==> src/hdl/multichannel_shift_averager_macros.svh <==
// Assertion macros shared by the averager RTL.
// Define NO_ASSERTIONS to compile every check away.
`ifndef MULTICHANNEL_SHIFT_AVERAGER_MACROS_SVH
`define MULTICHANNEL_SHIFT_AVERAGER_MACROS_SVH

`ifndef NO_ASSERTIONS

// property checked at every clock edge outside reset
`define MSA_ASSERT(name, clk, rst_n, prop, msg) \
    name: assert property (@(posedge clk) disable iff (!rst_n) (prop)) else $error(msg);

// condition in this cycle implies a consequence in the next cycle
`define MSA_ASSERT_NEXT(name, clk, rst_n, cond, conseq, msg) \
    name: assert property (@(posedge clk) disable iff (!rst_n) (cond) |=> (conseq)) \
        else $error(msg);

`else

`define MSA_ASSERT(name, clk, rst_n, prop, msg)
`define MSA_ASSERT_NEXT(name, clk, rst_n, cond, conseq, msg)

`endif

`endif

==> src/hdl/msa_pkg.sv <==
package msa_pkg;

    // array geometry and arithmetic widths
    localparam int NUM_BANKS       = 4;
    localparam int NUM_CHANS       = 16;
    localparam int COEFF_FRAC_BITS = 8;
    localparam int SAMPLE_WIDTH    = 16;

    localparam int CELLS      = NUM_BANKS * NUM_CHANS;
    localparam int IDX_W      = $clog2(CELLS);
    localparam int BANK_W     = 2;
    localparam int CHAN_W     = 4;
    localparam int SUM_W      = 32;
    localparam int COEFF_W    = 16;
    localparam int AVG_BITS_W = 4;
    localparam int ACT_BANK_W = 3;
    localparam int ACT_CHAN_W = 5;
    localparam int CFG_DATA_W = 16;
    localparam int CFG_IDX_W  = 2;
    localparam int PROD_W     = SUM_W + COEFF_W;

    // result buffer
    localparam int FIFO_DEPTH = 8;
    localparam int FIFO_AW    = $clog2(FIFO_DEPTH);
    localparam int FIFO_CW    = FIFO_AW + 1;

    // saturation limits of the sample range, at product width
    localparam logic signed [PROD_W-1:0] SAT_HI =
        PROD_W'((64'sd1 <<< (SAMPLE_WIDTH - 1)) - 64'sd1);
    localparam logic signed [PROD_W-1:0] SAT_LO = -SAT_HI - PROD_W'(1);

    typedef enum logic [0:0] {
        OP_UPDATE = 1'b0,
        OP_INIT   = 1'b1
    } t_op;

    typedef enum logic [CFG_IDX_W-1:0] {
        CFG_COEFF     = 2'd0,
        CFG_AVG_BITS  = 2'd1,
        CFG_ACT_BANKS = 2'd2,
        CFG_ACT_CHANS = 2'd3
    } t_cfg_idx;

    // one accepted input word
    typedef struct packed {
        t_op                            op;
        logic [BANK_W-1:0]              bank;
        logic [CHAN_W-1:0]              chan;
        logic signed [SAMPLE_WIDTH-1:0] sample;
    } t_item;

    // updated sum, already shifted down by avg_bits
    typedef struct packed {
        logic                    vld;
        logic [BANK_W-1:0]       bank;
        logic [CHAN_W-1:0]       chan;
        logic signed [SUM_W-1:0] mean;
    } t_mean_word;

    // one result word
    typedef struct packed {
        logic                           sat;
        logic signed [SAMPLE_WIDTH-1:0] average;
        logic [CHAN_W-1:0]              chan;
        logic [BANK_W-1:0]              bank;
    } t_result;

endpackage

==> src/hdl/multichannel_shift_averager.sv <==
// Channel   Dir  Handshake                       Payload
// s_axis    in   s_axis_tvalid / s_axis_tready   tdata: bank, channel, sample; tuser: opcode
// m_axis    out  m_axis_tvalid / m_axis_tready   tdata: bank, channel, average; tuser: saturated
// cfg       in   i_cfg_we (no wait)              i_cfg_idx, i_cfg_data
//
// One input word per cycle while s_axis_tready is high. A result passes through memory
// read on the accepting edge, then sum update and write-back, gain multiply, and
// clip into the result buffer.
// Back-to-back words for the same cell are covered by forwarding the written sum.
// Reset clears the per-cell valid bits; unwritten cells read as zero.
// s_axis_tready drops once 8 results are owed and not yet taken on m_axis.
module multichannel_shift_averager import msa_pkg::*; (
    input  logic                  i_clk,
    input  logic                  i_rst_n,
    // input stream
    input  logic                  s_axis_tvalid,
    output logic                  s_axis_tready,
    input  logic [23:0]           s_axis_tdata,   // [1:0] bank, [5:2] channel, [21:6] sample
    input  logic [0:0]            s_axis_tuser,   // [0] opcode
    // output stream
    output logic                  m_axis_tvalid,
    input  logic                  m_axis_tready,
    output logic [23:0]           m_axis_tdata,   // [1:0] bank, [5:2] channel, [21:6] average
    output logic [0:0]            m_axis_tuser,   // [0] saturated
    // configuration
    input  logic                  i_cfg_we,
    input  logic [CFG_IDX_W-1:0]  i_cfg_idx,
    input  logic [CFG_DATA_W-1:0] i_cfg_data
);

    logic signed [COEFF_W-1:0] r_coeff;
    logic [AVG_BITS_W-1:0]     r_avg_bits;
    logic [ACT_BANK_W-1:0]     r_act_banks;
    logic [ACT_CHAN_W-1:0]     r_act_chans;

    t_item                     in_item;
    logic                      in_acc;
    logic                      active;
    logic [ACT_BANK_W-1:0]     nb_eff;
    logic [ACT_CHAN_W-1:0]     nc_eff;
    t_mean_word                mean;
    logic                      push;
    t_result                   res;
    t_result                   head;
    logic                      room;

    // configuration registers
    always_ff @(posedge i_clk) begin
        if (!i_rst_n) begin
            r_coeff     <= '0;
            r_avg_bits  <= '0;
            r_act_banks <= ACT_BANK_W'(NUM_BANKS);
            r_act_chans <= ACT_CHAN_W'(NUM_CHANS);
        end else if (i_cfg_we) begin
            case (t_cfg_idx'(i_cfg_idx))
                CFG_COEFF:     r_coeff     <= $signed(i_cfg_data[COEFF_W-1:0]);
                CFG_AVG_BITS:  r_avg_bits  <= i_cfg_data[AVG_BITS_W-1:0];
                CFG_ACT_BANKS: r_act_banks <= i_cfg_data[ACT_BANK_W-1:0];
                CFG_ACT_CHANS: r_act_chans <= i_cfg_data[ACT_CHAN_W-1:0];
                default: ;
            endcase
        end
    end

    // unpack the input word
    assign in_item.bank   = s_axis_tdata[1:0];
    assign in_item.chan   = s_axis_tdata[5:2];
    assign in_item.sample = $signed(s_axis_tdata[21:6]);
    assign in_item.op     = t_op'(s_axis_tuser[0]);

    // active cell check, counts clamped to the array size
    always_comb begin
        nb_eff = (r_act_banks > ACT_BANK_W'(NUM_BANKS)) ? ACT_BANK_W'(NUM_BANKS)
                                                        : r_act_banks;
        nc_eff = (r_act_chans > ACT_CHAN_W'(NUM_CHANS)) ? ACT_CHAN_W'(NUM_CHANS)
                                                        : r_act_chans;
        active = (ACT_BANK_W'(in_item.bank) < nb_eff)
              && (ACT_CHAN_W'(in_item.chan) < nc_eff);
    end

    assign s_axis_tready = room;
    assign in_acc        = s_axis_tvalid && room;

    msa_sum_unit u_sum (
        .i_clk      (i_clk),
        .i_rst_n    (i_rst_n),
        .i_vld      (in_acc && active),
        .i_item     (in_item),
        .i_avg_bits (r_avg_bits),
        .o_mean     (mean)
    );

    msa_scale u_scale (
        .i_clk   (i_clk),
        .i_rst_n (i_rst_n),
        .i_mean  (mean),
        .i_coeff (r_coeff),
        .o_push  (push),
        .o_res   (res)
    );

    msa_out_fifo u_fifo (
        .i_clk     (i_clk),
        .i_rst_n   (i_rst_n),
        .i_reserve (in_acc && active && (in_item.op == OP_UPDATE)),
        .i_push    (push),
        .i_res     (res),
        .i_pop     (m_axis_tready),
        .o_room    (room),
        .o_vld     (m_axis_tvalid),
        .o_res     (head)
    );

    // pack the result word
    assign m_axis_tdata = {2'b00, head.average, head.chan, head.bank};
    assign m_axis_tuser = head.sat;

endmodule

==> src/hdl/msa_sum_unit.sv <==
`include "multichannel_shift_averager_macros.svh"

// Running sum memory with read-modify-write.
// The read is issued when a word is accepted; stage 1 then updates the sum and writes it back.
module msa_sum_unit import msa_pkg::*; (
    input  logic                  i_clk,
    input  logic                  i_rst_n,
    input  logic                  i_vld,
    input  t_item                 i_item,
    input  logic [AVG_BITS_W-1:0] i_avg_bits,
    output t_mean_word            o_mean
);

    logic [SUM_W-1:0]        r_mem [CELLS];
    logic [CELLS-1:0]        r_written;

    logic                    r_s1_vld;
    t_item                   r_s1_item;
    logic [IDX_W-1:0]        r_s1_idx;
    logic [SUM_W-1:0]        r_rd_data;
    logic                    r_rd_vld;
    logic                    r_fwd_hit;
    logic signed [SUM_W-1:0] r_fwd_data;
    logic                    r_mean_vld;
    logic [BANK_W-1:0]       r_mean_bank;
    logic [CHAN_W-1:0]       r_mean_chan;
    logic signed [SUM_W-1:0] r_mean_sum;

    logic [IDX_W-1:0]        idx_in;
    logic signed [SUM_W-1:0] old_sum;
    logic signed [SUM_W-1:0] x_ext;
    logic signed [SUM_W-1:0] n_sum;

    // cell address of the incoming word
    assign idx_in = IDX_W'(i_item.bank) * IDX_W'(NUM_CHANS) + IDX_W'(i_item.chan);

    // old sum: forwarded write, stored value, or zero for a cell never written
    always_comb begin
        if (r_fwd_hit) begin
            old_sum = r_fwd_data;
        end else if (r_rd_vld) begin
            old_sum = $signed(r_rd_data);
        end else begin
            old_sum = '0;
        end
        x_ext = {{(SUM_W - SAMPLE_WIDTH){r_s1_item.sample[SAMPLE_WIDTH-1]}},
                 r_s1_item.sample};
        if (r_s1_item.op == OP_INIT) begin
            n_sum = x_ext <<< i_avg_bits;
        end else begin
            n_sum = old_sum - (old_sum >>> i_avg_bits) + x_ext;
        end
    end

    // memory: write back in stage 1, read for the new word
    always_ff @(posedge i_clk) begin
        if (r_s1_vld) begin
            r_mem[r_s1_idx] <= n_sum;
        end
        if (i_vld) begin
            r_rd_data <= r_mem[idx_in];
        end
    end

    // payload of the stages
    always_ff @(posedge i_clk) begin
        r_s1_item   <= i_item;
        r_s1_idx    <= idx_in;
        r_fwd_data  <= n_sum;
        r_mean_bank <= r_s1_item.bank;
        r_mean_chan <= r_s1_item.chan;
        r_mean_sum  <= n_sum >>> i_avg_bits;
    end

    // control: valid bits, forwarding, stage valids
    always_ff @(posedge i_clk) begin
        if (!i_rst_n) begin
            r_s1_vld   <= 1'b0;
            r_written  <= '0;
            r_fwd_hit  <= 1'b0;
            r_rd_vld   <= 1'b0;
            r_mean_vld <= 1'b0;
        end else begin
            r_s1_vld   <= i_vld;
            r_fwd_hit  <= r_s1_vld && (r_s1_idx == idx_in);
            r_rd_vld   <= r_written[idx_in];
            r_mean_vld <= r_s1_vld && (r_s1_item.op == OP_UPDATE);
            if (r_s1_vld) begin
                r_written[r_s1_idx] <= 1'b1;
            end
        end
    end

    assign o_mean.vld  = r_mean_vld;
    assign o_mean.bank = r_mean_bank;
    assign o_mean.chan = r_mean_chan;
    assign o_mean.mean = r_mean_sum;

    `MSA_ASSERT(a_fwd_has_src, i_clk, i_rst_n, !r_fwd_hit || $past(r_s1_vld),
        "forwarded sum without a write in the previous cycle")
    `MSA_ASSERT_NEXT(a_written_set, i_clk, i_rst_n, r_s1_vld,
        r_written[$past(r_s1_idx)], "written cell not marked valid")
    `MSA_ASSERT(a_mean_has_src, i_clk, i_rst_n, !r_mean_vld || $past(r_s1_vld),
        "mean word without an update in stage 1")

endmodule

==> src/hdl/msa_scale.sv <==
// Output gain: multiply stage, then shift and clip to the sample range.
module msa_scale import msa_pkg::*; (
    input  logic                      i_clk,
    input  logic                      i_rst_n,
    input  t_mean_word                i_mean,
    input  logic signed [COEFF_W-1:0] i_coeff,
    output logic                      o_push,
    output t_result                   o_res
);

    logic                     r_p_vld;
    logic [BANK_W-1:0]        r_p_bank;
    logic [CHAN_W-1:0]        r_p_chan;
    logic signed [PROD_W-1:0] r_prod;

    logic signed [PROD_W-1:0] scaled;

    // product register
    always_ff @(posedge i_clk) begin
        r_p_bank <= i_mean.bank;
        r_p_chan <= i_mean.chan;
        r_prod   <= i_mean.mean * i_coeff;
    end

    always_ff @(posedge i_clk) begin
        if (!i_rst_n) begin
            r_p_vld <= 1'b0;
        end else begin
            r_p_vld <= i_mean.vld;
        end
    end

    // fraction drop and saturation
    always_comb begin
        scaled     = r_prod >>> COEFF_FRAC_BITS;
        o_res.bank = r_p_bank;
        o_res.chan = r_p_chan;
        if (scaled > SAT_HI) begin
            o_res.average = SAT_HI[SAMPLE_WIDTH-1:0];
            o_res.sat     = 1'b1;
        end else if (scaled < SAT_LO) begin
            o_res.average = SAT_LO[SAMPLE_WIDTH-1:0];
            o_res.sat     = 1'b1;
        end else begin
            o_res.average = scaled[SAMPLE_WIDTH-1:0];
            o_res.sat     = 1'b0;
        end
    end

    assign o_push = r_p_vld;

endmodule

==> src/hdl/msa_out_fifo.sv <==
`include "multichannel_shift_averager_macros.svh"

// Result buffer with credit: a slot is reserved when a producing word is
// accepted, so words already in the pipeline always find room.
module msa_out_fifo import msa_pkg::*; (
    input  logic    i_clk,
    input  logic    i_rst_n,
    input  logic    i_reserve,
    input  logic    i_push,
    input  t_result i_res,
    input  logic    i_pop,
    output logic    o_room,
    output logic    o_vld,
    output t_result o_res
);

    t_result              r_mem [FIFO_DEPTH];
    logic [FIFO_AW-1:0]   r_wr_ptr;
    logic [FIFO_AW-1:0]   r_rd_ptr;
    logic [FIFO_CW-1:0]   r_count;
    logic [FIFO_CW-1:0]   r_owed;

    logic                 pop_ok;

    assign pop_ok = i_pop && (r_count != '0);

    // storage
    always_ff @(posedge i_clk) begin
        if (i_push) begin
            r_mem[r_wr_ptr] <= i_res;
        end
    end

    // pointers, fill count, outstanding results
    always_ff @(posedge i_clk) begin
        if (!i_rst_n) begin
            r_wr_ptr <= '0;
            r_rd_ptr <= '0;
            r_count  <= '0;
            r_owed   <= '0;
        end else begin
            if (i_push) begin
                r_wr_ptr <= r_wr_ptr + FIFO_AW'(1);
            end
            if (pop_ok) begin
                r_rd_ptr <= r_rd_ptr + FIFO_AW'(1);
            end
            r_count <= r_count + FIFO_CW'(i_push) - FIFO_CW'(pop_ok);
            r_owed  <= r_owed + FIFO_CW'(i_reserve) - FIFO_CW'(pop_ok);
        end
    end

    assign o_room = (r_owed < FIFO_CW'(FIFO_DEPTH));
    assign o_vld  = (r_count != '0);
    assign o_res  = r_mem[r_rd_ptr];

    `MSA_ASSERT(a_count_le_owed, i_clk, i_rst_n, r_count <= r_owed,
        "more words buffered than reserved")
    `MSA_ASSERT(a_owed_bound, i_clk, i_rst_n, r_owed <= FIFO_CW'(FIFO_DEPTH),
        "reservations exceed buffer depth")
    `MSA_ASSERT(a_push_room, i_clk, i_rst_n,
        !i_push || (r_count < FIFO_CW'(FIFO_DEPTH)) || pop_ok,
        "push into a full buffer")

endmodule
==> config.mk <==
export PLATFORM = sky130hd
export DESIGN_NAME = multichannel_shift_averager
export DESIGN_NICKNAME = d
export VERILOG_FILES = /design/src/hdl/msa_pkg.sv /design/src/hdl/multichannel_shift_averager.sv /design/src/hdl/msa_sum_unit.sv /design/src/hdl/msa_scale.sv /design/src/hdl/msa_out_fifo.sv
export VERILOG_INCLUDE_DIRS = /design/src /design/src/hdl
export SDC_FILE = /design/constraint.sdc
export NUM_CORES = 2
export LEC_CHECK = 0
export ABC_AREA = 1
export BUFFER_PORTS_ARGS = -buffer_cell sky130_fd_sc_hd__buf_4
export CORE_MARGIN = 3
export CORE_UTILIZATION = 55
export DETAILED_ROUTE_END_ITERATION = 6
export GPL_TIMING_DRIVEN = 0
export MAX_ROUTING_LAYER = met4
export PLACE_DENSITY = 0.73
export SETUP_SLACK_MARGIN = 0.05
export SKIP_CTS_REPAIR_TIMING = 1
export SYNTH_ARGS = -nofsm -noshare
export SYNTH_HDL_FRONTEND = slang
export SYNTH_SLANG_ARGS = --single-unit
==> constraint.sdc <==
create_clock -name i_clk -period 7.2 [get_ports i_clk]
set_input_delay 0.72 -clock i_clk [delete_from_list [all_inputs] [get_ports i_clk]]
set_output_delay 0.72 -clock i_clk [all_outputs]
set_load 0.01 [all_outputs]
# ---- Word-level counts from Yosys, hierarchy flattened
# Memories as Yosys holds them, arrays and structs flattened. A register that Yosys moved wholly into a read port is not among the register bits.
# Cells that the tools add are included.
# W data, S select, Z words.
dict set report totals {
  ramBits 2232
  n_memories 2
  romBits 0
  out_inout_bits 27
  latchBits 0
  ff_bits 264
  in_bits 48
}
# name words word_bits rd rd_ports_with_merged_regs wr line_no
set mem_list {}
lappend mem_list {u_sum.r_mem 64 32 1 1 1 msa_sum_unit.sv:14} ;# logic [SUM_W-1:0] r_mem [CELLS];
lappend mem_list {u_fifo.r_mem 8 23 1 1 1 msa_out_fifo.sv:17} ;# t_result r_mem [FIFO_DEPTH];
dict set report classes {
  n_div 0
  n_shift 3
  n_mux 17
  addsub 9
  reduce_logical 14
  n_bitwise 3
  eq_ne 4
  multipliers 1
  n_lt_le_gt_ge 10
}
# op n
set op_table {}
lappend op_table {{$mux W32} 3}
lappend op_table {{$or A64 B64 Y64} 1}
lappend op_table {{$sshr A32 B4 Y32} 2}
lappend op_table {{$mul A32 B16 Y48} 1}
lappend op_table {{$gt A40 B16 Y1 const B} 1}
lappend op_table {{$lt A40 B16 Y1 const B} 1}
lappend op_table {{$mux W17} 2}
lappend op_table {{$add A32 B16 Y32} 1}
lappend op_table {{$sshl A16 B4 Y32} 1}
lappend op_table {{$sub A32 B32 Y32} 1}
lappend op_table {{$lt A6 B7 Y1 const B} 2}
lappend op_table {{$mux W3} 3}
lappend op_table {{$add A4 B1 Y4} 2}
lappend op_table {{$logic_and A1 B1 Y1} 8}
lappend op_table {{$reduce_and A2 Y1} 4}
lappend op_table {{$sub A4 B1 Y4} 2}
lappend op_table {{$add A3 B1 Y3 const B} 2}
lappend op_table {{$add A6 B4 Y6} 1}
lappend op_table {{$bmux W1 S6} 1}
lappend op_table {{$demux W1 S6} 1}
lappend op_table {{$eq A6 B6 Y1} 1}
lappend op_table {{$ge A6 B1 Y1 const B} 1}
lappend op_table {{$mux W1} 6}
lappend op_table {{$gt A5 B5 Y1 const B} 1}
lappend op_table {{other kinds (10)} 12}

# ---- Depth between registers and ports, before layout
dict set report depth {
  word_depth 8
  mapped_depth 34
}

# ---- Hierarchy
# From an unflattened synthesis, not the netlist that was laid out.
dict set report hier_totals {
  hier_cells 11668
  area_unflattened_um2 123080.5
}
# module cells_per_inst area_each_um2 n_inst
set modules_own_cells {}
lappend modules_own_cells {msa_sum_unit 7901 92727.7 1}
lappend modules_own_cells {msa_scale 2711 20353.3 1}
lappend modules_own_cells {msa_out_fifo 894 8800.9 1}
lappend modules_own_cells {multichannel_shift_averager 162 1198.6 1}

# ---- Worst setup path after synthesis
# No wires, ideal clock.
dict set report synth_timing {
  path_kind {register to register}
  from {register u_sum.r_mean_sum[7]}
  to {register u_scale.r_prod[45]}
  t_arrival_ps 5570
  slack_ps 1558
  setup_ps 72
  n_path_buf 2
  stages_incl_launch_ff 27
  path_cell_list {dfxtp_1 > clkbuf_1 > clkbuf_1 > nand2_1 > fa_1 > inv_1 > fa_1 > inv_1 > fa_1 > inv_1 > fa_1 > fa_1 > inv_1 > fa_1 > inv_1 > ha_1 > nand2_1 > nor2_1 > inv_1 > nor2_1 > inv_1 > nor4_1 > nor2_1 > o21ai_2 > nand4_1 > nand2_1 > xor2_1}
}
dict set report synth_via {
  elab_chain_cells 1
}
# element line_no
set synth_rtl {}
lappend synth_rtl {{start: declaration} msa_sum_unit.sv:27} ;# logic signed [SUM_W-1:0] r_mean_sum;
lappend synth_rtl {{start signal: assignment} msa_sum_unit.sv:72} ;# r_mean_sum <= n_sum >>> i_avg_bits;
lappend synth_rtl {{$mul A32 B16 Y48} msa_scale.sv:22} ;# r_prod <= i_mean.mean * i_coeff;
lappend synth_rtl {{end signal: assignment} msa_scale.sv:22}
lappend synth_rtl {{end: declaration} msa_scale.sv:14} ;# logic signed [PROD_W-1:0] r_prod;
# Every way passes these cells.
# A chain may end at the register's enable or synchronous reset.

# ---- Worst setup path in the final report
dict set report layout_timing {
  from {register r_coeff[15]}
  to {register u_scale.r_prod[47]}
}
dict set report layout_via {
  elab_chain_cells 1
}
# element line_no
set layout_rtl {}
lappend layout_rtl {{start: declaration} multichannel_shift_averager.sv:31} ;# logic signed [COEFF_W-1:0] r_coeff;
lappend layout_rtl {{start signal: assignment} multichannel_shift_averager.sv:56} ;# CFG_COEFF: r_coeff <= $signed(i_cfg_data[COEFF_W-1:0]);
lappend layout_rtl {{$mul A32 B16 Y48} msa_scale.sv:22}
# Every way passes these cells.

==> impl_metrics.env <==
export IMPL_path_class="flop to flop"
export IMPL_hold_viol=0
export IMPL_drv_slew=54
export IMPL_dp_slack_ns=-0.2219
export IMPL_place_congestion=1.061
export IMPL_grt_max_degree=67
export IMPL_holdPathStages=1
export IMPL_yosys_register_bits=2516
export IMPL_fp_dieH_um=475.0
export IMPL_hold_path_class="input pin to flop"
export IMPL_ant_nets=0
export IMPL_die_w_um=475.0
export IMPL_postSynthCellCount=11150
export IMPL_die_area_mm2=0.2256
export IMPL_ff2ff_setup_slack_ns=0.19
export IMPL_dp_cells=14230
export IMPL_critPathLaunchType="flop"
export IMPL_vias=95800
export IMPL_power_uw=44390
export IMPL_rsz0062_at_grt="no"
export IMPL_p_per_area_mw_per_mm2=321.8
export IMPL_fill_cells=17170
export IMPL_r2r_end="u_scale.r_prod[47]$_DFF_P_"
export IMPL_setup_slack_ns=0.1869
export IMPL_via_per_inst=6.499
export IMPL_tightest_slew_ns=1.582
export IMPL_grt_pass1_wl_mm=697.3
export IMPL_num_io_pins=75
export IMPL_grt_pass1_vias=91050
export IMPL_grt_use_total_pct=46.15
export IMPL_rr_startpoint="r_coeff[15]$_SDFFE_PN0P_"
export IMPL_layout_commonest_cell="edfxtp_1"
export IMPL_grt_antenna_before_repair=61
export IMPL_cts_tree="built"
export IMPL_finalSetupViolations=0
export IMPL_yosysTopAreaCellShare_pct=56.19
export IMPL_max_cap_violations=7
export IMPL_core_mm2=0.2180
export IMPL_ir_worst_vdd_v=0.0002866
export IMPL_syn_to_final_growth_pct=14.02
export IMPL_drc=2
export IMPL_yosys_warnings=0
export IMPL_reg2reg_depth=25
export IMPL_max_freq_ghz=0.1426
export IMPL_synth_edf_count=2264
export IMPL_syn_avg_cell_area_um2=10.85
export IMPL_fin_crit_ns=7.013
export IMPL_yosysTopAreaCell="edfxtp_1"
export IMPL_arrival_ns=7.80
export IMPL_cts_root_buf="clkbuf_16"
export IMPL_dp_hpwl_mm=370.2
export IMPL_min_from="s_axis_tdata[3]"
export IMPL_routed_wl_mm=506.1
export IMPL_clkSlewWorstSetupHoldPaths_ns=0.06
export IMPL_synth_ff_type="edfxtp_1"
export IMPL_cts_max_level=5
export IMPL_num_rows=171
export IMPL_cp_required_ns=7.98
export IMPL_clk_latency_ns=0.99
export IMPL_cts_made_buffers=276
export IMPL_violations="DRC, capacitance limit, slew limit"
export IMPL_post_route_period_util_pct=97.40
export IMPL_fin_cells=14740
export IMPL_final_nets=12370
export IMPL_cts_path_max_buffers=4
export IMPL_grt_remaining_overflow=0
export IMPL_synth_area_top_cells="edfxtp_1, fa_1, o21ai_0"
export IMPL_netlist_area_mm2=0.1210
export IMPL_first_iter_violations=15880
export IMPL_initial_core_util_pct=55.49
export IMPL_port_buffers=70
export IMPL_drtPass1Iterations=7
export IMPL_p_leak_uw=0.05148
export IMPL_whs_ns=0.01530
export IMPL_run_status="complete, but fails checks"
export IMPL_cts_sinks=2516
export IMPL_hold_path_end="u_sum.r_s1_item[17]$_DFF_P_"
export IMPL_synth_cell_types=57
export IMPL_ys_seq_area_share_pct=60.36
export IMPL_drive_above_1_share_pct=7.943
export IMPL_maxSlewHeadroom_pct=-5.803
export IMPL_cp_max_fo=10
export IMPL_finClkSkew_ns=0.1248
export IMPL_cp_end_kind="flop"
export IMPL_post_drt_wl_per_cell_um=34.33
export IMPL_async_reset_ff_share_pct=0
export IMPL_final_cell_mix="edfxtp_1, nor2_1, o21ai_0"
## layout make-up
| class | count | area [µm²] | area share [%] |
|---|---|---|---|
| diodes | 53 | 132.6 | 0.09614 |
| clock buffers | 355 | 7411 | 5.372 |
| flip-flops and latches | 2516 | 73040 | 52.95 |
| clock inverters | 109 | 877.1 | 0.6358 |
| inverters | 1055 | 3960 | 2.871 |
| well taps | 2854 | 3571 | 2.589 |
| multi-input cells | 6882 | 41910 | 30.38 |
| plain buffers | 674 | 2885 | 2.092 |
| repair buffers | 243 | 4168 | 3.021 |
## critical path, stage by stage (launching register included)
cell,delay (ns)
dfxtp_1,0.30
inv_1,0.36
buf_1,0.82
nor2_1,0.12
fa_1,0.44
fa_1,0.57
fa_1,0.44
fa_1,0.50
fa_1,0.50
inv_1,0.05
fa_1,0.60
inv_1,0.07
ha_1,0.43
nand2_1,0.14
nor2_1,0.12
inv_1,0.06
nor2_1,0.17
nand3_1,0.09
inv_1,0.06
nand2_1,0.08
nand3_1,0.22
a21oi_1,0.16
nor2_1,0.26
nand2_1,0.08
nand2_1,0.08
xor2_1,0.20
## state kept, by name, summed over array words and instances (netlist names), 5 cells and up, named ones only
register and count:
u_sum.r_s1_item 21, u_fifo.r_mem 184, u_sum.r_mem 2048, r_coeff 16
u_sum.r_mean_sum 31, u_scale.r_prod 40, u_sum.r_written 64, u_sum.r_rd_data 32
r_act_chans 5, u_sum.r_fwd_data 32
## cell usage after synthesis (all sizes together), types with 5 or more instances
cell / n
or2: 20
o32ai: 37
o21a: 13
o211ai: 6
o221ai: 6
nor3: 29
edfxtp: 2264
a31oi: 37
nor2: 1982
fa: 518
nand2: 1168
xnor2: 22
nand4: 18
nand3b: 5
inv: 1051
xor2: 35
nor4: 8
dfxtp: 252
buf: 163
clkbuf: 536
mux2i: 24
a21oi: 144
o21bai: 7
ha: 158
o21ai: 1635
nand3: 304
o22ai: 673
## routing by layer
layer / up-vias / global-route usage (%) / share of wire (%)
li1: 39460 / - / -
met1: 46580 / 55.59 / 34
met2: 7812 / 65.82 / 43
met3: 1945 / 13.97 / 13
met4: 0 / 34.01 / 9.6
met5: - / - / 0
## report_power, final
group / internal (µW) / switching, µW
registers: 17800 / 464
clock network: 7640 / 5750
logic: 3420 / 9360
total: 28800 / 15600
## logic make-up (layout without fill, tap and decap cells)
kind of cell	count (synthesis)	after routing	share of synthesized area [%]
AOI/OAI and AO/OA	2583	2583	11.69
xor gates and xnor gates	57	57	0.4126
adders and majority gates	676	676	10.21
buffers and inverters	1754	2436	5.673
DFF	2516	2516	60.36
muxes	24	24	0.1986
other	1	55	0.003099
and+or+nand+nor	3540	3540	11.46
## metrics by stage
stage / util, % / cell area (µm²) / TNS, ns
floorplan: - / 121000 / 0
global placement: 57.37 / 125100 / -2050.87
detailed placement: 59.31 / 129300 / -1.404
CTS: 63.11 / 137600 / -2.293
global route: 63.27 / 137900 / 0
finish: 63.27 / 138000 / 0
## worst max-delay path by stage
stage	startpoint	end	slack [ns]	cells after the start
floorplan	u_sum.r_mean_sum[7]$_DFF_P_	u_scale.r_prod[45]$_DFF_P_	1.56	26
global placement	r_avg_bits[1]$_SDFFE_PN0P_	u_sum.r_mean_sum[0]$_DFF_P_	-3.78	18
detailed placement	r_coeff[4]$_SDFFE_PN0P_	u_scale.r_prod[47]$_DFF_P_	-0.22	26
CTS	r_coeff[4]$_SDFFE_PN0P_	u_scale.r_prod[47]$_DFF_P_	-0.28	26
global route	r_coeff[15]$_SDFFE_PN0P_	u_scale.r_prod[43]$_DFF_P_	0.05	25
finish	r_coeff[15]$_SDFFE_PN0P_	u_scale.r_prod[47]$_DFF_P_	0.19	25
Note: power is estimated with default switching activity, not from simulation.
